===== src/hw/rtl/mst_pkg.sv =====
// Shared types and constants for the multi-slot timer scheduler.
// Used by mst_slot_eval and multi_slot_timer_scheduler_core; no dependencies.
package mst_pkg;

  localparam int unsigned NUM_TIMERS_DEF = 16;

  localparam int unsigned SLOT_W   = 4;
  localparam int unsigned TIME_W   = 32;
  localparam int unsigned IN_TDATA_W  = 72;
  localparam int unsigned OUT_TDATA_W = 40;

  localparam logic [TIME_W-1:0] PERIOD_STOPPED = '1;

  typedef enum logic [1:0] {
    OP_TICK    = 2'd0,
    OP_START   = 2'd1,
    OP_STOP    = 2'd2,
    OP_SET_TMO = 2'd3
  } op_e;

  typedef enum logic [1:0] {
    KIND_EXPIRED = 2'd0,
    KIND_REPROG  = 2'd1,
    KIND_STOPPED = 2'd2,
    KIND_SAME    = 2'd3
  } kind_e;

  // Verdict on one slot during a tick walk.
  typedef struct packed {
    logic              expired;  // due time reached, slot restarts at now
    logic              active;   // active mark after this tick
    logic [TIME_W-1:0] rem;      // remaining time, meaningful when active
  } eval_t;

endpackage


===== src/hw/rtl/mst_slot_eval.sv =====
// Per-slot expiry check and remaining-time computation for one tick.
// Depends on mst_pkg (eval_t, TIME_W, PERIOD_STOPPED).
module mst_slot_eval (
  input  logic                         act_i,
  input  logic                         auto_i,
  input  logic [mst_pkg::TIME_W-1:0]   tmo_i,
  input  logic [mst_pkg::TIME_W-1:0]   last_i,
  input  logic [mst_pkg::TIME_W-1:0]   now_i,
  output mst_pkg::eval_t               res_o
);
  import mst_pkg::*;

  logic [TIME_W:0]   due;
  logic [TIME_W+1:0] diff;
  logic              past;
  logic              hit;

  // One 33-bit add for the due time, one subtract against now; the sign of
  // the difference gives due < now and its zero test gives due == now.
  assign due  = {1'b0, last_i} + {1'b0, tmo_i};
  assign diff = {1'b0, due} - {2'b00, now_i};
  assign past = diff[TIME_W+1];
  assign hit  = act_i && (past || (diff == '0));

  always_comb begin
    res_o.expired = hit;
    res_o.active  = act_i && !(hit && !auto_i);
    if (hit || (last_i == now_i)) begin
      res_o.rem = tmo_i;
    end else if (past) begin
      res_o.rem = TIME_W'(1);
    end else if (diff[TIME_W]) begin
      res_o.rem = PERIOD_STOPPED;
    end else begin
      res_o.rem = diff[TIME_W-1:0];
    end
  end

endmodule


===== src/hw/rtl/multi_slot_timer_scheduler_core.sv =====
// Top level of the multi-slot timer scheduler: slot tables, tick walk
// sequencer and output register. Depends on mst_pkg and mst_slot_eval.
//
// The block keeps NumTimers timer slots and the base clock period. Items
// arrive on the slave stream: tuser carries the operation (tick, start,
// stop, set timeout) and tdata the slot, timeout, mode and current time.
// Start, stop and set timeout pass through the operation state and give
// one result. A tick walks every slot in index order through one shared
// evaluator, one slot per cycle, reading the timeout and last-update
// tables through their single read port. A tick gives one result per
// expired slot in slot order, then a closing result with tlast set that
// tells whether the base period was reprogrammed, left unchanged or
// stopped. Every result of an item carries the base period in force after
// the whole item. The slave side takes no new transfer while an item is
// being worked on; it opens again as soon as the item's final result sits
// in the output register, so the next item overlaps the wait for the
// master side. The timeout and last-update tables need no clearing after
// reset since their contents only matter for slots that were started. The
// one configuration bit, when set, makes tick items vanish without
// results; the user must write it only while the block is idle, as the
// block itself does not enforce it.
module multi_slot_timer_scheduler_core #(
  parameter int unsigned NumTimers = mst_pkg::NUM_TIMERS_DEF
) (
  input  logic                               clk_i,
  input  logic                               rst_ni,
  // Configuration write channel: ticks_ignored.
  input  logic                               cfg_valid_i,
  output logic                               cfg_ready_o,
  input  logic                               cfg_data_i,
  // Item input.
  input  logic                               s_axis_tvalid,
  output logic                               s_axis_tready,
  // tdata, lowest bit up: slot[3:0], timeout_ms[35:4], auto_mode[36],
  // now[68:37], zero fill[71:69].
  input  logic [mst_pkg::IN_TDATA_W-1:0]     s_axis_tdata,
  // tuser: op[1:0].
  input  logic [1:0]                         s_axis_tuser,
  // Result output.
  output logic                               m_axis_tvalid,
  input  logic                               m_axis_tready,
  // tdata, lowest bit up: expired_slot[3:0], base_period[35:4],
  // zero fill[39:36].
  output logic [mst_pkg::OUT_TDATA_W-1:0]    m_axis_tdata,
  // tuser: kind[1:0].
  output logic [1:0]                         m_axis_tuser,
  output logic                               m_axis_tlast
);
  import mst_pkg::*;

  localparam int unsigned IdxW = (NumTimers > 1) ? $clog2(NumTimers) : 1;
  localparam int unsigned CntW = $clog2(NumTimers + 1);

  typedef enum logic [2:0] {
    ST_IDLE,
    ST_OP,
    ST_WALK,
    ST_FIN,
    ST_EMIT
  } state_e;

  state_e state_q;

  // Configuration.
  logic ign_q;

  // Captured item.
  op_e                op_q;
  logic [SLOT_W-1:0]  slot_q;
  logic [TIME_W-1:0]  tmo_q;
  logic               auto_q;
  logic [TIME_W-1:0]  now_q;

  // Slot state in flops.
  logic [NumTimers-1:0] act_q;
  logic [NumTimers-1:0] auto_mode_q;
  logic [TIME_W-1:0]    period_q;

  // Slot tables and the list of expired slots of the current tick.
  logic [TIME_W-1:0] tmo_mem  [NumTimers];
  logic [TIME_W-1:0] last_mem [NumTimers];
  logic [IdxW-1:0]   exp_mem  [NumTimers];

  // Walk pipeline.
  logic [CntW-1:0]   cnt_q;
  logic              rd_vld_q;
  logic [IdxW-1:0]   rd_idx_q;
  logic              act_rd_q;
  logic              auto_rd_q;
  logic [TIME_W-1:0] tmo_rd_q;
  logic [TIME_W-1:0] last_rd_q;
  logic              rem_vld_q;
  logic [TIME_W-1:0] rem_q;
  logic [TIME_W-1:0] min_q;
  logic              live_q;
  kind_e             close_kind_q;

  // Expired list pointers.
  logic [CntW-1:0] exp_cnt_q;
  logic [CntW-1:0] exp_rp_q;
  logic [CntW-1:0] exp_rp_d;
  logic [IdxW-1:0] exp_rdata_q;

  // Output register.
  logic              out_vld_q;
  kind_e             out_kind_q;
  logic [SLOT_W-1:0] out_slot_q;
  logic [TIME_W-1:0] out_period_q;
  logic              out_last_q;

  // Handshakes.
  logic in_fire;
  logic out_free;
  logic emit_exp;

  assign cfg_ready_o   = 1'b1;
  assign s_axis_tready = (state_q == ST_IDLE);
  assign in_fire       = s_axis_tvalid && s_axis_tready;
  assign out_free      = !out_vld_q || m_axis_tready;
  assign emit_exp      = (state_q == ST_EMIT) && out_free && (exp_rp_q != exp_cnt_q);

  // Single-slot operations.
  logic              slot_ok;
  logic [IdxW-1:0]   slot_idx;
  logic              any_act;
  logic [TIME_W-1:0] base_per;
  logic [TIME_W-1:0] prog_per;
  logic              lower;
  logic [TIME_W-1:0] op_period;
  logic              op_chg;

  assign slot_ok  = (TIME_W'(slot_q) < TIME_W'(NumTimers));
  assign slot_idx = IdxW'(slot_q);
  assign any_act  = |act_q;
  assign prog_per = (tmo_q == '0) ? TIME_W'(1) : tmo_q;

  always_comb begin
    base_per = period_q;
    lower    = 1'b0;
    case (op_q)
      OP_START: begin
        // With no slot running the period counts as stopped before the compare.
        base_per = any_act ? period_q : PERIOD_STOPPED;
        lower    = slot_ok && (tmo_q < base_per);
      end
      OP_SET_TMO: begin
        lower    = slot_ok && act_q[slot_idx] && (tmo_q < period_q);
      end
      default: begin
        lower    = 1'b0;
      end
    endcase
    if (lower) begin
      op_period = prog_per;
      op_chg    = (prog_per != base_per);
    end else if ((op_q == OP_START) && slot_ok) begin
      op_period = base_per;
      op_chg    = 1'b0;
    end else begin
      op_period = period_q;
      op_chg    = 1'b0;
    end
  end

  // Shared slot evaluator, fed by the registered table reads.
  eval_t ev;

  mst_slot_eval u_eval (
    .act_i  (act_rd_q),
    .auto_i (auto_rd_q),
    .tmo_i  (tmo_rd_q),
    .last_i (last_rd_q),
    .now_i  (now_q),
    .res_o  (ev)
  );

  logic            op_commit;
  logic            ev_fire;
  logic            ev_exp;
  logic [IdxW-1:0] rd_addr;

  assign op_commit = (state_q == ST_OP) && out_free && slot_ok;
  assign ev_fire   = (state_q == ST_WALK) && rd_vld_q;
  assign ev_exp    = ev_fire && ev.expired;
  assign rd_addr   = (cnt_q < CntW'(NumTimers)) ? cnt_q[IdxW-1:0] : '0;

  // Closing period after the walk.
  logic [TIME_W-1:0] fin_prog;
  assign fin_prog = (min_q == '0) ? TIME_W'(1) : min_q;

  always_comb begin
    exp_rp_d = exp_rp_q;
    if (in_fire) begin
      exp_rp_d = '0;
    end else if (emit_exp) begin
      exp_rp_d = exp_rp_q + CntW'(1);
    end
  end

  // Timeout table: written by start and set timeout.
  always_ff @(posedge clk_i) begin
    if (op_commit && ((op_q == OP_START) || (op_q == OP_SET_TMO))) begin
      tmo_mem[slot_idx] <= tmo_q;
    end
    tmo_rd_q <= tmo_mem[rd_addr];
  end

  // Last-update table: written by start and by expiry during a walk.
  always_ff @(posedge clk_i) begin
    if (ev_exp) begin
      last_mem[rd_idx_q] <= now_q;
    end else if (op_commit && (op_q == OP_START)) begin
      last_mem[slot_idx] <= now_q;
    end
    last_rd_q <= last_mem[rd_addr];
  end

  // Expired list, filled in slot order and drained in the same order.
  always_ff @(posedge clk_i) begin
    if (ev_exp) begin
      exp_mem[exp_cnt_q[IdxW-1:0]] <= rd_idx_q;
    end
    if (exp_rp_d < CntW'(NumTimers)) begin
      exp_rdata_q <= exp_mem[exp_rp_d[IdxW-1:0]];
    end
  end

  // Sequencer, slot flags and output register.
  always_ff @(posedge clk_i or negedge rst_ni) begin
    if (!rst_ni) begin
      state_q      <= ST_IDLE;
      ign_q        <= 1'b0;
      act_q        <= '0;
      auto_mode_q  <= '0;
      period_q     <= PERIOD_STOPPED;
      cnt_q        <= '0;
      rd_vld_q     <= 1'b0;
      rem_vld_q    <= 1'b0;
      live_q       <= 1'b0;
      exp_cnt_q    <= '0;
      exp_rp_q     <= '0;
      out_vld_q    <= 1'b0;
      close_kind_q <= KIND_SAME;
      op_q         <= OP_TICK;
    end else begin
      exp_rp_q <= exp_rp_d;

      if (cfg_valid_i && cfg_ready_o) begin
        ign_q <= cfg_data_i;
      end

      if (out_vld_q && m_axis_tready) begin
        out_vld_q <= 1'b0;
      end

      case (state_q)
        ST_IDLE: begin
          if (in_fire) begin
            op_q   <= op_e'(s_axis_tuser);
            slot_q <= s_axis_tdata[3:0];
            tmo_q  <= s_axis_tdata[35:4];
            auto_q <= s_axis_tdata[36];
            now_q  <= s_axis_tdata[68:37];
            if (op_e'(s_axis_tuser) != OP_TICK) begin
              state_q <= ST_OP;
            end else if (!ign_q) begin
              cnt_q     <= '0;
              rd_vld_q  <= 1'b0;
              rem_vld_q <= 1'b0;
              min_q     <= PERIOD_STOPPED;
              live_q    <= 1'b0;
              exp_cnt_q <= '0;
              state_q   <= ST_WALK;
            end
          end
        end

        ST_OP: begin
          if (out_free) begin
            if (slot_ok) begin
              case (op_q)
                OP_START: begin
                  act_q[slot_idx]       <= 1'b1;
                  auto_mode_q[slot_idx] <= auto_q;
                end
                OP_STOP: begin
                  act_q[slot_idx]       <= 1'b0;
                end
                default: begin
                end
              endcase
            end
            period_q     <= op_period;
            out_vld_q    <= 1'b1;
            out_kind_q   <= op_chg ? KIND_REPROG : KIND_SAME;
            out_slot_q   <= '0;
            out_period_q <= op_period;
            out_last_q   <= 1'b1;
            state_q      <= ST_IDLE;
          end
        end

        ST_WALK: begin
          // Stage 1: issue the table read for the next slot.
          if (cnt_q < CntW'(NumTimers)) begin
            rd_vld_q  <= 1'b1;
            rd_idx_q  <= cnt_q[IdxW-1:0];
            act_rd_q  <= act_q[rd_addr];
            auto_rd_q <= auto_mode_q[rd_addr];
            cnt_q     <= cnt_q + CntW'(1);
          end else begin
            rd_vld_q  <= 1'b0;
          end
          // Stage 2: evaluate the slot read in the previous cycle.
          if (ev_fire) begin
            act_q[rd_idx_q] <= ev.active;
            if (ev.expired) begin
              exp_cnt_q <= exp_cnt_q + CntW'(1);
            end
          end
          rem_vld_q <= ev_fire && ev.active;
          rem_q     <= ev.rem;
          // Stage 3: running minimum over the live slots.
          if (rem_vld_q) begin
            live_q <= 1'b1;
            if (rem_q < min_q) begin
              min_q <= rem_q;
            end
          end
          if ((cnt_q == CntW'(NumTimers)) && !rd_vld_q && !rem_vld_q) begin
            state_q <= ST_FIN;
          end
        end

        ST_FIN: begin
          if (!live_q) begin
            period_q     <= PERIOD_STOPPED;
            close_kind_q <= KIND_STOPPED;
          end else begin
            period_q     <= fin_prog;
            close_kind_q <= (fin_prog != period_q) ? KIND_REPROG : KIND_SAME;
          end
          state_q <= ST_EMIT;
        end

        ST_EMIT: begin
          if (out_free) begin
            out_vld_q    <= 1'b1;
            out_period_q <= period_q;
            if (exp_rp_q != exp_cnt_q) begin
              out_kind_q <= KIND_EXPIRED;
              out_slot_q <= SLOT_W'(exp_rdata_q);
              out_last_q <= 1'b0;
            end else begin
              out_kind_q <= close_kind_q;
              out_slot_q <= '0;
              out_last_q <= 1'b1;
              state_q    <= ST_IDLE;
            end
          end
        end

        default: begin
          state_q <= ST_IDLE;
        end
      endcase
    end
  end

  assign m_axis_tvalid = out_vld_q;
  assign m_axis_tuser  = out_kind_q;
  assign m_axis_tlast  = out_last_q;
  assign m_axis_tdata  = {{(OUT_TDATA_W - SLOT_W - TIME_W){1'b0}}, out_period_q, out_slot_q};

  // The base period is never zero on a result.
  a_period_nonzero : assert property (@(posedge clk_i) disable iff (!rst_ni)
    out_vld_q |-> (out_period_q != '0))
    else $error("result carries a zero base period");

  // An expiry report is never the final result of an item.
  a_expired_not_last : assert property (@(posedge clk_i) disable iff (!rst_ni)
    (out_vld_q && (out_kind_q == KIND_EXPIRED)) |-> !out_last_q)
    else $error("expiry result flagged as last");

  // A stopped base clock is reported with the all-ones period.
  a_stopped_period : assert property (@(posedge clk_i) disable iff (!rst_ni)
    (out_vld_q && (out_kind_q == KIND_STOPPED)) |-> (out_period_q == PERIOD_STOPPED))
    else $error("stopped base clock without all-ones period");

  // The expired list never holds more entries than there are slots, and the
  // drain pointer never runs past the fill count.
  a_exp_bounds : assert property (@(posedge clk_i) disable iff (!rst_ni)
    (exp_cnt_q <= CntW'(NumTimers)) && (exp_rp_q <= exp_cnt_q))
    else $error("expired list pointers out of range");

  // The walk only leaves for the closing step once its pipeline has drained.
  a_walk_drained : assert property (@(posedge clk_i) disable iff (!rst_ni)
    (state_q == ST_FIN) |-> (!rd_vld_q && !rem_vld_q && (cnt_q == CntW'(NumTimers))))
    else $error("walk finished with slots still in flight");

endmodule

===== config.mk =====
export PLATFORM = sky130hd
export DESIGN_NAME = multi_slot_timer_scheduler_core
export DESIGN_NICKNAME = d
export VERILOG_FILES = /design/src/hw/rtl/mst_pkg.sv /design/src/hw/rtl/mst_slot_eval.sv /design/src/hw/rtl/multi_slot_timer_scheduler_core.sv
export SDC_FILE = /design/constraint.sdc
export NUM_CORES = 2
export LEC_CHECK = 0
export BUFFER_PORTS_ARGS = -buffer_cell sky130_fd_sc_hd__buf_2
export CORE_MARGIN = 1
export CORE_UTILIZATION = 25
export CTS_CLUSTER_DIAMETER = 40
export CTS_CLUSTER_SIZE = 28
export DETAILED_ROUTE_END_ITERATION = 8
export SLEW_MARGIN = 20
export SYNTH_ARGS = -nofsm -noshare
export SYNTH_HDL_FRONTEND = slang
export SYNTH_SLANG_ARGS = --single-unit

===== constraint.sdc =====
create_clock -name clk_i -period 8.4 [get_ports clk_i]
set_clock_uncertainty 0.15 [all_clocks]
set_input_delay 0.42 -clock clk_i [delete_from_list [all_inputs] [get_ports clk_i]]
set_output_delay 0.42 -clock clk_i [all_outputs]
set_load 0.005 [all_outputs]

==> results.toml <==
[floorplanning]
core_um2 = 251900
die_y_um = 505.8
die_w_um = 505.8
die-area_um2 = 255800
initial_core_util_pct = 25.19
rows = 184
pin_count = 126

[setup_path]
arrival_ps = 7000
crit_fanout = 32
cp.required_ps = 8700
ff2ff_path_depth = 17
end_kind = "flop"
regToRegStartpoint = "now_q[13]$_DFFE_PP_"
worstSetupPathType = "reg2reg"
cp-start-kind = "flop"
r2r-end = "last_mem[9][16]$_DFFE_PP_"
rrSetupSlack_ps = 1700

[power]
p_int_uw = 17570
clkPwrFrac_pct = 28.9
seqPwrFrac_pct = 32.9
vdd_drop_max_mv = 0.3346
switchingPower_uw = 11250
leakage_uw = 0.02605
powerDensity_nw_per_um2 = 379.2
combPwrFrac_pct = 38.2
switching_share_pct = 39.04

[cells_and_area]
post-route-cell-area_um2 = 75990
area_growth_pct = 19.77
drive_above_1_share_pct = 16.53
nets = 5242
utilization_pct = 30.17

[route]
drtIter0Drc = 4585
final_antenna_net_count = 0
dr.pass1.iters = 8
wl_um = 189200
drc = 0
routedWlPerCell_um = 22.21
num_vias = 41717
detail_route.vias_per_cell = 4.898

[logic_synthesis]
yosys_warnings = 0
ys_async_sr_fraction_pct = 6.386
syn_area_um2 = 63450
yosys.area.top_type = "edfxtp_1"
netlist_instances = 4781
synth_seq_area_share_pct = 65.78
ys.flop_type = "edfxtp_1"
synth_edf_count = 1270
synth_area_leaders = "edfxtp_1 (60%), mux2i_1 (3.5%), mux2_2 (2.7%)"
synth_cell_type_count = 86
yosys.area.top_type_share_pct = 60.10
ys_seq_elements = 1425
syn_area_per_cell_um2 = 13.27

[sta]
slew-limit-headroom_pct = 9.844
max_freq_mhz = 149.2
period_minus_slack_ps = 6703
rsz0062_at_grt = "no"
setup_viol = 0
tightest_slew_ps = 1352
tns_ps = 0
slew_viol_final = 0
fin_crit_sh_pct = 79.79
finalHoldViolCount = 0
whs_ps = 45.29

[clocking]
cts_resized = 0
clk_pin_slew_ps = 50
cts_num_sinks = 1425
htree_num_levels = 4
hold_buffers = 78
clock_latency_ps = 850
cts.path.max_buffers = 3
cts_tree = "yes"
cts_buffers = 192
post_cts_buffers = 0
root_buffer = "clkbuf_16"

[global_route]
grt_pass1_wl_um = 275400
grt_pass1_vias = 40619
grt.total_usage_pct = 14.41
grt_max_degree = 138
overflow = 0
grt_antenna_before_repair = 26

[run]
maxCapViolCount = 0

[placed_design]
port_buffers = 117
placed_area_um2 = 68480
dp_hpwl_um = 114400
place_congestion = 0.9282

[min_path]
holdPathEnd = "op_q[0]$_DFFE_PN0P_"
hold_depth = 4
min_path_type = "in2reg"
hold_start = "s_axis_tvalid"

[status]
status = "complete, no violations"
==> kinds of logic (layout without fill, tap and decap cells) <==
kind of cell	after synthesis	in the layout	synth area share [%]
adders and majority gates	165	165	3.632
buffers and inverters	519	902	3.147
other	2	7	0.01184
DFF	1425	1425	65.78
muxes	386	386	6.566
xor gates and xnor gates	107	107	1.477
and+or+nand+nor	1069	1069	7.986
AOI/OAI and AO/OA	1108	1108	11.40
==> synthesized netlist by cell type (15+ instances only) <==
cell type,n
a211oi_1,91
a21o_1,42
a21oi_1,330
a22o_1,16
a22oi_1,71
a31oi_1,15
and2_1,15
and3_1,15
buf_1,49
clkbuf_1,241
dfrtp_1,57
dfstp_2,34
dfxtp_1,64
edfxtp_1,1270
fa_1,32
ha_1,133
inv_1,208
mux2_2,152
mux2i_1,225
nand2_1,377
nand2b_1,54
nand3_1,109
nand4_1,52
nor2_1,204
nor2b_1,30
nor3_1,112
nor4_1,50
o211ai_1,18
o21a_1,44
o21ai_0,209
o221ai_1,70
o22a_1,64
o2bb2ai_1,16
o31ai_1,73
xnor2_1,63
xor2_1,44
==> registers in the layout (all words and copies together) (netlist names), 3 cells and up, named ones only <==
| signal | flops |
|---|---|
| exp_cnt_q | 5 |
| exp_mem | 64 |
| last_rd_q | 32 |
| tmo_mem | 512 |
| out_slot_q | 4 |
| min_q | 32 |
| rd_idx_q | 4 |
| auto_mode_q | 16 |
| now_q | 32 |
| cnt_q | 5 |
| exp_rp_q | 5 |
| period_q | 32 |
| slot_idx | 4 |
| tmo_rd_q | 32 |
| tmo_q | 32 |
| exp_rdata_q | 4 |
| rem_q | 32 |
| state_q | 3 |
| last_mem | 512 |
| out_period_q | 32 |
==> routing by layer <==
metal	part of all wire, %	track usage, %	up-vias
met5	0.095	0	-
met4	3.2	5.279	36
met3	8.9	3.086	376
met2	44	21.85	1809
met1	44	20.14	20881
li1	-	-	18615
==> how the worst max path moves through the flow <==
stage / from / to / slack, ps / cells past startpoint
after global routing: now_q[17]$_DFFE_PP_ / last_mem[9][14]$_DFFE_PP_ / 1330 / 17
final: now_q[13]$_DFFE_PP_ / last_mem[9][16]$_DFFE_PP_ / 1700 / 17
after CTS: now_q[13]$_DFFE_PP_ / last_mem[9][14]$_DFFE_PP_ / 1740 / 17
after global placement: now_q[13]$_DFFE_PP_ / last_mem[9][18]$_DFFE_PP_ / 1790 / 17
after floorplan: now_q[13]$_DFFE_PP_ / last_mem[11][0]$_DFFE_PP_ / 1070 / 17
after detailed placement: now_q[13]$_DFFE_PP_ / last_mem[9][14]$_DFFE_PP_ / 1750 / 17
==> layout make-up <==
class | count | area, µm²
Multi-Input combinational cell | 2840 | 20100
Inverter | 210 | 792.0
Sequential cell | 1425 | 41750
Timing Repair Buffer | 328 | 2467
Fill cell | 25136 | 175900
Clock inverter | 141 | 1562
Antenna cell | 2 | 5.005
Clock buffer | 223 | 5131
Tap cell | 3348 | 4189
==> layout by cell type, fill, tap and decap left out, drive strengths merged, types with 16 or more instances in the layout <==
cell / n
a211oi: 91
a21o: 42
a21oi: 331
a22o: 16
a22oi: 71
buf: 251
bufinv: 17
clkbuf: 223
clkinv: 66
dfrtp: 57
dfstp: 34
dfxtp: 64
dlygate4sd3: 77
edfxtp: 1270
fa: 32
ha: 133
inv: 257
mux2: 152
mux2i: 225
nand2: 378
nand2b: 54
nand3: 109
nand4: 52
nor2: 204
nor2b: 30
nor3: 112
nor4: 52
o211ai: 18
o21a: 44
o21ai: 212
o221ai: 70
o22a: 64
o2bb2ai: 16
o31ai: 73
xnor2: 63
xor2: 44
==> power groups by stage <==
stage / Clock [µW] / Sequential (µW) / Combinational (µW)
2_1_floorplan: 0 / 9190 / 7340
3_3_place_gp: 0 / 9560 / 10700
3_5_place_dp: 0 / 9590 / 10800
4_1_cts: 8470 / 9450 / 10900
5_1_grt: 8760 / 9520 / 11900
6_report: 8340 / 9470 / 11000
==> per-stage QoR <==
stage | std cells | total power, µW | setup WS [ps]
after floorplan | 4784 | 16530 | 1074
after global placement | 8071 | 20280 | 1789
after detailed placement | 8072 | 20410 | 1747
after CTS | 8514 | 28840 | 1741
after global routing | 8515 | 30150 | 1328
final | 8517 | 28820 | 1697
==> critical path: stages (launching register included) <==
cell and delay [ps]:
edfxtp_1 660, fa_1 630, inv_1 40, ha_1 530, nand2_1 180, or4_1 580, or2_1 270, a21o_1 180
o211a_1 130, xnor2_1 150, or4_1 540, nor4_4 340, a21oi_2 80, buf_4 220, nand2b_2 350, buf_4 360
o31ai_4 270, buf_4 570
No activity file was read; power rests on OpenSTA's default activity.
